`src/tbts_pkg.sv`:
```
package tbts_pkg;

  localparam int QUEUE_DEPTH = 2;

  localparam logic [31:0] WORD_STEP  = 32'd4;
  localparam logic [31:0] EMPTY_STEP = 32'h40;

  localparam logic [3:0] REG_SP = 4'd13;
  localparam logic [3:0] REG_LR = 4'd14;
  localparam logic [3:0] REG_PC = 4'd15;

  typedef enum logic [1:0] {
    KIND_PUSH = 2'd0,
    KIND_POP  = 2'd1,
    KIND_STM  = 2'd2,
    KIND_LDM  = 2'd3
  } kind_t;

  // decoded instruction handed from front to back
  typedef struct packed {
    logic [8:0]  mask;      // bits 7..0 low regs, bit 8 lr/pc slot
    logic        descend;
    logic        wr;
    logic        is_stm;
    logic [2:0]  rb;
    logic [3:0]  high_reg;
    logic [31:0] addr;
    logic [3:0]  wbr;
    logic [31:0] wbv;
  } desc_t;

  typedef struct packed {
    logic full;
    logic empty;
  } queue_stat_t;

endpackage

```
`src/tbts_if.sv`:
```
interface tbts_in_if;
  logic        valid;
  logic        ready;
  logic [1:0]  kind;
  logic [15:0] opcode;
  logic [31:0] base_value;
  logic [31:0] sp_value;
  logic [31:0] pc_value;

  modport source (output valid, kind, opcode, base_value, sp_value, pc_value, input ready);
  modport sink   (input valid, kind, opcode, base_value, sp_value, pc_value, output ready);
endinterface

interface tbts_out_if;
  logic        valid;
  logic        ready;
  logic [31:0] address;
  logic        is_write;
  logic [3:0]  reg_index;
  logic        use_new_base;
  logic        sequential;
  logic        writeback_now;
  logic [3:0]  wb_reg;
  logic [31:0] wb_value;
  logic        last;

  modport source (output valid, address, is_write, reg_index, use_new_base, sequential,
                  writeback_now, wb_reg, wb_value, last, input ready);
  modport sink   (input valid, address, is_write, reg_index, use_new_base, sequential,
                  writeback_now, wb_reg, wb_value, last, output ready);
endinterface

```
`src/tbts_front.sv`:
```
module tbts_front (
  tbts_in_if.sink              in_ch,
  input  tbts_pkg::queue_stat_t stat_i,
  output tbts_pkg::desc_t       desc_o,
  output logic                  push_o
);

  logic        push_pop;
  logic        empty;
  logic [8:0]  mask;
  logic [3:0]  cnt;
  logic [31:0] delta;

  assign in_ch.ready = !stat_i.full;
  assign push_o      = in_ch.valid && !stat_i.full;

  always_comb begin
    push_pop = (in_ch.kind == tbts_pkg::KIND_PUSH) || (in_ch.kind == tbts_pkg::KIND_POP);
    empty    = push_pop ? (in_ch.opcode[8:0] == 9'd0) : (in_ch.opcode[7:0] == 8'd0);
    if (empty) begin
      mask = 9'h100;
    end else if (push_pop) begin
      mask = in_ch.opcode[8:0];
    end else begin
      mask = {1'b0, in_ch.opcode[7:0]};
    end
    cnt = '0;
    for (int i = 0; i < 9; i++) begin
      cnt = cnt + 4'(mask[i]);
    end
    delta = empty ? tbts_pkg::EMPTY_STEP : {26'd0, cnt, 2'b00};

    desc_o.mask     = mask;
    desc_o.descend  = (in_ch.kind == tbts_pkg::KIND_PUSH);
    desc_o.is_stm   = (in_ch.kind == tbts_pkg::KIND_STM);
    desc_o.rb       = in_ch.opcode[10:8];
    desc_o.high_reg = ((in_ch.kind == tbts_pkg::KIND_PUSH) && !empty) ?
                      tbts_pkg::REG_LR : tbts_pkg::REG_PC;
    case (in_ch.kind)
      tbts_pkg::KIND_PUSH: begin
        desc_o.wr   = 1'b1;
        desc_o.wbr  = tbts_pkg::REG_SP;
        desc_o.wbv  = in_ch.sp_value - delta;
        desc_o.addr = empty ? (in_ch.sp_value - tbts_pkg::EMPTY_STEP)
                            : (in_ch.sp_value - tbts_pkg::WORD_STEP);
      end
      tbts_pkg::KIND_POP: begin
        desc_o.wr   = 1'b0;
        desc_o.wbr  = tbts_pkg::REG_SP;
        desc_o.wbv  = in_ch.sp_value + delta;
        desc_o.addr = in_ch.sp_value;
      end
      tbts_pkg::KIND_STM: begin
        desc_o.wr   = 1'b1;
        desc_o.wbr  = {1'b0, in_ch.opcode[10:8]};
        desc_o.wbv  = in_ch.base_value + delta;
        desc_o.addr = in_ch.base_value;
      end
      default: begin
        desc_o.wr   = 1'b0;
        desc_o.wbr  = {1'b0, in_ch.opcode[10:8]};
        desc_o.wbv  = in_ch.base_value + delta;
        desc_o.addr = in_ch.base_value;
      end
    endcase
  end

endmodule

```
`src/tbts_queue.sv`:
```
module tbts_queue #(
  parameter int DEPTH = tbts_pkg::QUEUE_DEPTH
) (
  input  logic                   clk,
  input  logic                   rst_n,
  input  logic                   push_i,
  input  tbts_pkg::desc_t        desc_i,
  input  logic                   pop_i,
  output tbts_pkg::desc_t        desc_o,
  output tbts_pkg::queue_stat_t  stat_o
);

  localparam int PTR_W = (DEPTH > 1) ? $clog2(DEPTH) : 1;
  localparam int CNT_W = $clog2(DEPTH + 1);

  tbts_pkg::desc_t    mem_r [DEPTH];
  logic [PTR_W-1:0]   wr_ptr_r;
  logic [PTR_W-1:0]   rd_ptr_r;
  logic [CNT_W-1:0]   count_r;
  logic               do_push;
  logic               do_pop;

  assign stat_o.full  = (count_r == CNT_W'(DEPTH));
  assign stat_o.empty = (count_r == '0);
  assign do_push      = push_i && !stat_o.full;
  assign do_pop       = pop_i && !stat_o.empty;
  assign desc_o       = mem_r[rd_ptr_r];

  always_ff @(posedge clk) begin
    if (do_push) begin
      mem_r[wr_ptr_r] <= desc_i;
    end
  end

  always_ff @(posedge clk) begin
    if (!rst_n) begin
      wr_ptr_r <= '0;
      rd_ptr_r <= '0;
      count_r  <= '0;
    end else begin
      if (do_push) begin
        wr_ptr_r <= (wr_ptr_r == PTR_W'(DEPTH - 1)) ? '0 : wr_ptr_r + 1'b1;
      end
      if (do_pop) begin
        rd_ptr_r <= (rd_ptr_r == PTR_W'(DEPTH - 1)) ? '0 : rd_ptr_r + 1'b1;
      end
      case ({do_push, do_pop})
        2'b10:   count_r <= count_r + 1'b1;
        2'b01:   count_r <= count_r - 1'b1;
        default: count_r <= count_r;
      endcase
    end
  end

endmodule

```
`src/tbts_back.sv`:
```
module tbts_back (
  input  logic                  clk,
  input  logic                  rst_n,
  input  tbts_pkg::desc_t       desc_i,
  input  tbts_pkg::queue_stat_t stat_i,
  output logic                  pop_o,
  tbts_out_if.source            out_ch
);

  typedef enum logic [1:0] {
    ST_IDLE = 2'b01,
    ST_RUN  = 2'b10
  } state_t;

  state_t      state_r;
  logic [8:0]  mask_r;
  logic [31:0] addr_r;
  logic        first_r;
  logic        descend_r;
  logic        wr_r;
  logic        is_stm_r;
  logic [2:0]  rb_r;
  logic [3:0]  high_reg_r;
  logic [3:0]  wbr_r;
  logic [31:0] wbv_r;

  logic        out_valid_r;
  logic [31:0] o_addr_r;
  logic        o_wr_r;
  logic [3:0]  o_reg_r;
  logic        o_newb_r;
  logic        o_seq_r;
  logic        o_wbnow_r;
  logic [3:0]  o_wbr_r;
  logic [31:0] o_wbv_r;
  logic        o_last_r;

  logic [8:0]  sel;
  logic [3:0]  reg_sel;
  logic        found;
  logic [8:0]  mask_nxt;
  logic        emit;

  assign pop_o = (state_r == ST_IDLE) && !stat_i.empty;
  assign emit  = (state_r == ST_RUN) && (!out_valid_r || out_ch.ready);

  always_comb begin
    sel     = '0;
    reg_sel = '0;
    found   = 1'b0;
    if (descend_r) begin
      if (mask_r[8]) begin
        sel     = 9'h100;
        reg_sel = high_reg_r;
      end else begin
        for (int i = 7; i >= 0; i--) begin
          if (mask_r[i] && !found) begin
            found   = 1'b1;
            sel     = 9'd1 << i;
            reg_sel = 4'(i);
          end
        end
      end
    end else begin
      for (int i = 0; i < 8; i++) begin
        if (mask_r[i] && !found) begin
          found   = 1'b1;
          sel     = 9'd1 << i;
          reg_sel = 4'(i);
        end
      end
      if (!found && mask_r[8]) begin
        sel     = 9'h100;
        reg_sel = high_reg_r;
      end
    end
    mask_nxt = mask_r & ~sel;
  end

  always_ff @(posedge clk) begin
    if (!rst_n) begin
      state_r     <= ST_IDLE;
      out_valid_r <= 1'b0;
    end else begin
      case (state_r)
        ST_IDLE: begin
          if (!stat_i.empty) begin
            state_r <= ST_RUN;
          end
        end
        ST_RUN: begin
          if (emit && (mask_nxt == '0)) begin
            state_r <= ST_IDLE;
          end
        end
        default: state_r <= ST_IDLE;
      endcase
      if (emit) begin
        out_valid_r <= 1'b1;
      end else if (out_ch.ready) begin
        out_valid_r <= 1'b0;
      end
    end
  end

  always_ff @(posedge clk) begin
    if (pop_o) begin
      mask_r     <= desc_i.mask;
      addr_r     <= desc_i.addr;
      first_r    <= 1'b1;
      descend_r  <= desc_i.descend;
      wr_r       <= desc_i.wr;
      is_stm_r   <= desc_i.is_stm;
      rb_r       <= desc_i.rb;
      high_reg_r <= desc_i.high_reg;
      wbr_r      <= desc_i.wbr;
      wbv_r      <= desc_i.wbv;
    end else if (emit) begin
      mask_r  <= mask_nxt;
      addr_r  <= descend_r ? (addr_r - tbts_pkg::WORD_STEP) : (addr_r + tbts_pkg::WORD_STEP);
      first_r <= 1'b0;
    end
  end

  always_ff @(posedge clk) begin
    if (emit) begin
      o_addr_r  <= addr_r;
      o_wr_r    <= wr_r;
      o_reg_r   <= reg_sel;
      o_newb_r  <= is_stm_r && !first_r && (reg_sel == {1'b0, rb_r});
      o_seq_r   <= !first_r;
      o_wbnow_r <= first_r;
      o_wbr_r   <= wbr_r;
      o_wbv_r   <= wbv_r;
      o_last_r  <= (mask_nxt == '0);
    end
  end

  assign out_ch.valid         = out_valid_r;
  assign out_ch.address       = o_addr_r;
  assign out_ch.is_write      = o_wr_r;
  assign out_ch.reg_index     = o_reg_r;
  assign out_ch.use_new_base  = o_newb_r;
  assign out_ch.sequential    = o_seq_r;
  assign out_ch.writeback_now = o_wbnow_r;
  assign out_ch.wb_reg        = o_wbr_r;
  assign out_ch.wb_value      = o_wbv_r;
  assign out_ch.last          = o_last_r;

endmodule

```
`src/thumb_block_transfer_sequencer_top.sv`:
```
// Path: the front decodes an accepted instruction into the queue; the back end
//   loads the head descriptor in its idle state, then emits registered access
//   beats, one per cycle unless the output stalls, 1 to 9 per instruction.
// The decode queue lets the front take up to QUEUE_DEPTH instructions ahead.
// Reset: synchronous active-low rst_n clears the queue, sequencer and output valid.
module thumb_block_transfer_sequencer_top #(
  parameter int QUEUE_DEPTH = tbts_pkg::QUEUE_DEPTH
) (
  input  logic        clk,
  input  logic        rst_n,
  tbts_in_if.sink     in_ch,
  tbts_out_if.source  out_ch
);

  tbts_pkg::desc_t       front_desc;
  tbts_pkg::desc_t       head_desc;
  tbts_pkg::queue_stat_t q_stat;
  logic                  q_push;
  logic                  q_pop;

  tbts_front u_front (
    .in_ch  (in_ch),
    .stat_i (q_stat),
    .desc_o (front_desc),
    .push_o (q_push)
  );

  tbts_queue #(
    .DEPTH (QUEUE_DEPTH)
  ) u_queue (
    .clk    (clk),
    .rst_n  (rst_n),
    .push_i (q_push),
    .desc_i (front_desc),
    .pop_i  (q_pop),
    .desc_o (head_desc),
    .stat_o (q_stat)
  );

  tbts_back u_back (
    .clk    (clk),
    .rst_n  (rst_n),
    .desc_i (head_desc),
    .stat_i (q_stat),
    .pop_o  (q_pop),
    .out_ch (out_ch)
  );

  a_queue_state: assert property (@(posedge clk) disable iff (!rst_n)
    !(q_stat.full && q_stat.empty))
    else $error("queue full and empty together");

  a_push_lands: assert property (@(posedge clk) disable iff (!rst_n)
    (q_push && q_stat.empty) |=> !q_stat.empty)
    else $error("accepted instruction lost from queue");

  a_first_flag: assert property (@(posedge clk) disable iff (!rst_n)
    out_ch.valid |-> (out_ch.writeback_now != out_ch.sequential))
    else $error("writeback and sequential flags inconsistent");

  a_new_base: assert property (@(posedge clk) disable iff (!rst_n)
    (out_ch.valid && out_ch.use_new_base) |-> (out_ch.is_write && out_ch.sequential))
    else $error("new base flagged on non-store or first beat");

endmodule

```
`src/flat_wrapper.sv`:
```
// flat-port wrapper written by rule: the top's interface ports become plain ports
module thumb_block_transfer_sequencer_top_flat 
#(
  parameter int QUEUE_DEPTH = tbts_pkg::QUEUE_DEPTH
)
  (clk, rst_n, in_ch_valid, in_ch_kind, in_ch_opcode, in_ch_base_value, in_ch_sp_value, in_ch_pc_value, in_ch_ready, out_ch_valid, out_ch_address, out_ch_is_write, out_ch_reg_index, out_ch_use_new_base, out_ch_sequential, out_ch_writeback_now, out_ch_wb_reg, out_ch_wb_value, out_ch_last, out_ch_ready);
  tbts_in_if in_ch_i ();
  tbts_out_if out_ch_i ();
  input  logic clk;
  input  logic rst_n;
  input wire logic [$bits(in_ch_i.valid)-1:0] in_ch_valid;
  input wire logic [$bits(in_ch_i.kind)-1:0] in_ch_kind;
  input wire logic [$bits(in_ch_i.opcode)-1:0] in_ch_opcode;
  input wire logic [$bits(in_ch_i.base_value)-1:0] in_ch_base_value;
  input wire logic [$bits(in_ch_i.sp_value)-1:0] in_ch_sp_value;
  input wire logic [$bits(in_ch_i.pc_value)-1:0] in_ch_pc_value;
  output wire logic [$bits(in_ch_i.ready)-1:0] in_ch_ready;
  output wire logic [$bits(out_ch_i.valid)-1:0] out_ch_valid;
  output wire logic [$bits(out_ch_i.address)-1:0] out_ch_address;
  output wire logic [$bits(out_ch_i.is_write)-1:0] out_ch_is_write;
  output wire logic [$bits(out_ch_i.reg_index)-1:0] out_ch_reg_index;
  output wire logic [$bits(out_ch_i.use_new_base)-1:0] out_ch_use_new_base;
  output wire logic [$bits(out_ch_i.sequential)-1:0] out_ch_sequential;
  output wire logic [$bits(out_ch_i.writeback_now)-1:0] out_ch_writeback_now;
  output wire logic [$bits(out_ch_i.wb_reg)-1:0] out_ch_wb_reg;
  output wire logic [$bits(out_ch_i.wb_value)-1:0] out_ch_wb_value;
  output wire logic [$bits(out_ch_i.last)-1:0] out_ch_last;
  input wire logic [$bits(out_ch_i.ready)-1:0] out_ch_ready;
  assign in_ch_i.valid = in_ch_valid;
  assign in_ch_i.kind = in_ch_kind;
  assign in_ch_i.opcode = in_ch_opcode;
  assign in_ch_i.base_value = in_ch_base_value;
  assign in_ch_i.sp_value = in_ch_sp_value;
  assign in_ch_i.pc_value = in_ch_pc_value;
  assign in_ch_ready = in_ch_i.ready;
  assign out_ch_valid = out_ch_i.valid;
  assign out_ch_address = out_ch_i.address;
  assign out_ch_is_write = out_ch_i.is_write;
  assign out_ch_reg_index = out_ch_i.reg_index;
  assign out_ch_use_new_base = out_ch_i.use_new_base;
  assign out_ch_sequential = out_ch_i.sequential;
  assign out_ch_writeback_now = out_ch_i.writeback_now;
  assign out_ch_wb_reg = out_ch_i.wb_reg;
  assign out_ch_wb_value = out_ch_i.wb_value;
  assign out_ch_last = out_ch_i.last;
  assign out_ch_i.ready = out_ch_ready;
  thumb_block_transfer_sequencer_top #(.QUEUE_DEPTH(QUEUE_DEPTH)) u_core (.clk(clk), .rst_n(rst_n), .in_ch(in_ch_i), .out_ch(out_ch_i));
endmodule
```
`config.mk`:
```
export PLATFORM = sky130hd
export DESIGN_NAME = thumb_block_transfer_sequencer_top_flat
export DESIGN_NICKNAME = d
export VERILOG_FILES = /design/src/tbts_pkg.sv /design/src/tbts_if.sv /design/src/tbts_front.sv /design/src/tbts_queue.sv /design/src/tbts_back.sv /design/src/thumb_block_transfer_sequencer_top.sv /design/src/flat_wrapper.sv
export SDC_FILE = /design/constraint.sdc
export NUM_CORES = 1
export LEC_CHECK = 0
export ABC_AREA = 1
export BUFFER_PORTS_ARGS = -buffer_cell sky130_fd_sc_hd__buf_2
export CAP_MARGIN = 20
export CORE_MARGIN = 2
export CORE_UTILIZATION = 64
export DETAILED_ROUTE_END_ITERATION = 8
export PLACE_DENSITY = 0.95
export RECOVER_POWER = 100
export SLEW_MARGIN = 10
export SYNTH_ARGS = -nofsm -noshare
export SYNTH_HDL_FRONTEND = slang
export SYNTH_HIERARCHICAL = 1
export SYNTH_SLANG_ARGS = --single-unit
```
`constraint.sdc`:
```
create_clock -name clk -period 17.39 [get_ports clk]
set_clock_uncertainty 0.15 [all_clocks]
set_input_delay 3.478 -clock clk [delete_from_list [all_inputs] [get_ports clk]]
set_output_delay 3.478 -clock clk [all_outputs]
set_load 0.02 [all_outputs]
```
==> flow_summary.yaml <==
outcome:
  status: "complete, but fails checks"
  violations: "max-capacitance violations, max-slew violations"
place:
  dp_hpwl_mm: 35.8
  pre_cts_slack_ps: 7390
  gp_congestion: 1.00
  post-place-cells: 2393
  port_buffers: 159
critical_path:
  max_stage_delay_ps: 2230
  cp_common_cell: "nand2_1"
  required_ps: 17490
  crit_arrival_ps: 13010
  crit_type: "in2reg"
  crit_slowest_cell: "clkinvlp_2"
  reg2reg_depth: 7
  end_kind: "flip-flop"
  worst_setup_path_start_kind: "input port"
  cp_max_fo: 35
logic_synthesis:
  syn_inst: 1902
  synthFlopType: "edfxtp_1"
  syn_area_mm2: 0.0188
  ys_warn_count: 6
  syn_area_per_cell_um2: 9.89
  yosysUniqueCellTypes: 60
  synth_edf_count: 338
  ys_seq_area_frac: 0.549
  ys_async_sr_fraction: 0
  yosys_register_bits: 347
clock_network:
  clkLatencyLatePin_ps: 520
  post-cts-setup-buffers: 0
  numCtsBuffers: 35
  cts_buffer_depth: 3
  hold_buffers: 0
  htree_levels: 2
  cts_resized: 0
  cts_tree: "yes"
  clk_pin_slew_ps: 60
  ctsRootBufferMaster: "clkbuf_16"
  numClockSinks: 347
pwr:
  leakage_nw: 8.13
  powerDensity_mw_per_mm2: 177
  vdd_ir_drop_max_mv: 0.0971
detailed_routing:
  routed-via-count: 14853
  drcViolationCount: 0
  routedWlPerCell_um: 20.3
  dr.pass1.iters: 6
  viasPerCell: 6.05
  drt_iter0_markers: 1910
  wirelength_mm: 49.9
  ant_nets: 0
floorplanning:
  die_y_um: 175
  start_util: 0.652
  die_width_um: 175
  die-area_mm2: 0.0308
  core_mm2: 0.0289
  num_io_pins: 197
  rows: 62
timing:
  slew_headroom: -1.68
  post-route-period-util: 0.742
  grt_setup_unrepaired: "false"
  fin_ws_ps: 4480
  layout_min_cycle_time_ps: 12910
  setup_tns_ps: 0
  timing.hold.ws_ps: 265
  setup_viol: 0
  tightest_slew_ps: 4030
  drv_slew: 624
  finalHoldViolations: 0
  fmax_ghz: 0.0775
final_layout:
  layout_commonest_cell: "nand2_1"
  nets: 2215
  top_register: "u_core/u_queue/mem_r"
  syn_to_final_growth_pct: 10.0
  stdcell_count: 2456
  fill_cells: 2100
  largest_register_ffs: 174
  layout_common_cells: "nand2_1 (464), edfxtp_1 (338), nand3_1 (179), inv_1 (172), nor2_1 (163)"
  layout-drive-gt1-share: 0.132
hold_path:
  min_path_cells: 0
  hp-class: "reg2reg"
grt:
  grt_pass1_wl_mm: 77.1
  grt_pass1_vias: 14219
  grt.overflow.total: 0
  grt_use_total: 0.325
  antenna_found_initial: 3
  grt_max_degree: 85
job:
  drv_cap: 14
[worst max-delay path, delay by kind of cell]
kind / cells / cell delay (ps)
adder cells (fa/ha/maj): 5 / 2230
buffers and inverters: 7 / 4210
AO/OA/AOI/OAI: 1 / 470
AND/OR/NAND/NOR: 15 / 2590
[routing by layer]
metal / vias to the layer above / share of wire / GRT usage
met5: - / 0.00026 / 0
met4: 2 / 0.043 / 0.139
met3: 151 / 0.089 / 0.0429
met2: 873 / 0.48 / 0.546
met1: 7009 / 0.38 / 0.429
li1: 6818 / - / -
[synthesized netlist by cell type, types with 12 or more instances]
| master | n | area (um^2) |
|---|---|---|
| nand2_1 | 462 | 1730 |
| edfxtp_1 | 338 | 10100 |
| nand3_1 | 178 | 891 |
| inv_1 | 172 | 646 |
| nor2_1 | 163 | 612 |
| o21ai_0 | 83 | 415 |
| a21oi_1 | 63 | 315 |
| mux2_2 | 57 | 642 |
| ha_1 | 43 | 538 |
| mux2_4 | 30 | 450 |
| nand4_1 | 27 | 169 |
| clkbuf_1 | 25 | 93.8 |
| xor2_1 | 24 | 210 |
| nand2_2 | 20 | 125 |
| nor2_2 | 15 | 93.8 |
| buf_2 | 13 | 65.1 |
| buf_6 | 12 | 135 |
| nor3_1 | 12 | 60.1 |
| o21ai_1 | 12 | 60.1 |
[area by class of cell]
| cell class | instances | area (um^2) | share of cell area |
|---|---|---|---|
| clock buffers | 43 | 927 | 0.0448 |
| multi-input cells | 1309 | 7350 | 0.355 |
| diodes | 3 | 7.51 | 0.000363 |
| repair buffers | 170 | 732 | 0.0354 |
| flip-flops and latches | 347 | 10300 | 0.499 |
| clock inverters | 17 | 171 | 0.00828 |
| inverters | 183 | 691 | 0.0334 |
| well taps | 384 | 480 | 0.0232 |
[stage by stage]
step	power, W	util	cell area (um^2)
finish	0.00367	0.717	20700
global route	0.00389	0.717	20700
CTS	0.00364	0.725	20900
detailed placement	0.00291	0.687	19800
global placement	0.00283	0.687	19800
floorplan	0.00252	-	18800
[final timing paths]
| kind | startpoint | end | slack (ps) |
|---|---|---|---|
| worst max-delay path | in_ch_kind[1] | u_core/u_queue/mem_r[0][28] | 4480 |
| worst min-delay path | u_core/u_back/wbv_r[31] | u_core/u_back/out_ch.wb_value[31] | 270 |
| worst max register to register | u_core/u_queue/count_r[0] | u_core/u_back/addr_r[24] | 10520 |
| worst min register to register | u_core/u_back/wbv_r[31] | u_core/u_back/out_ch.wb_value[31] | 270 |
[cell families (layout without fill, tap and decap cells)]
group | count (synthesis) | count (layout) | share of synthesized area
DFF | 347 | 347 | 0.549
adders and majority gates | 51 | 51 | 0.0371
buffers and inverters | 248 | 413 | 0.0583
xor gates and xnor gates | 29 | 29 | 0.0135
AOI/OAI and AO/OA | 213 | 213 | 0.0656
muxes | 87 | 87 | 0.0581
and+or+nand+nor | 926 | 926 | 0.218
other | 1 | 6 | 0.000199
[where the power goes]
| group | total (W) | internal [W] | switching, W |
|---|---|---|---|
| Combinational | 0.00149 | 0.000513 | 0.000978 |
| Sequential | 0.00145 | 0.00133 | 0.000118 |
| Clock | 0.000728 | 0.000424 | 0.000304 |
| Total | 0.00367 | 0.00227 | 0.00140 |
Note: power is estimated with default switching activity, not from simulation.
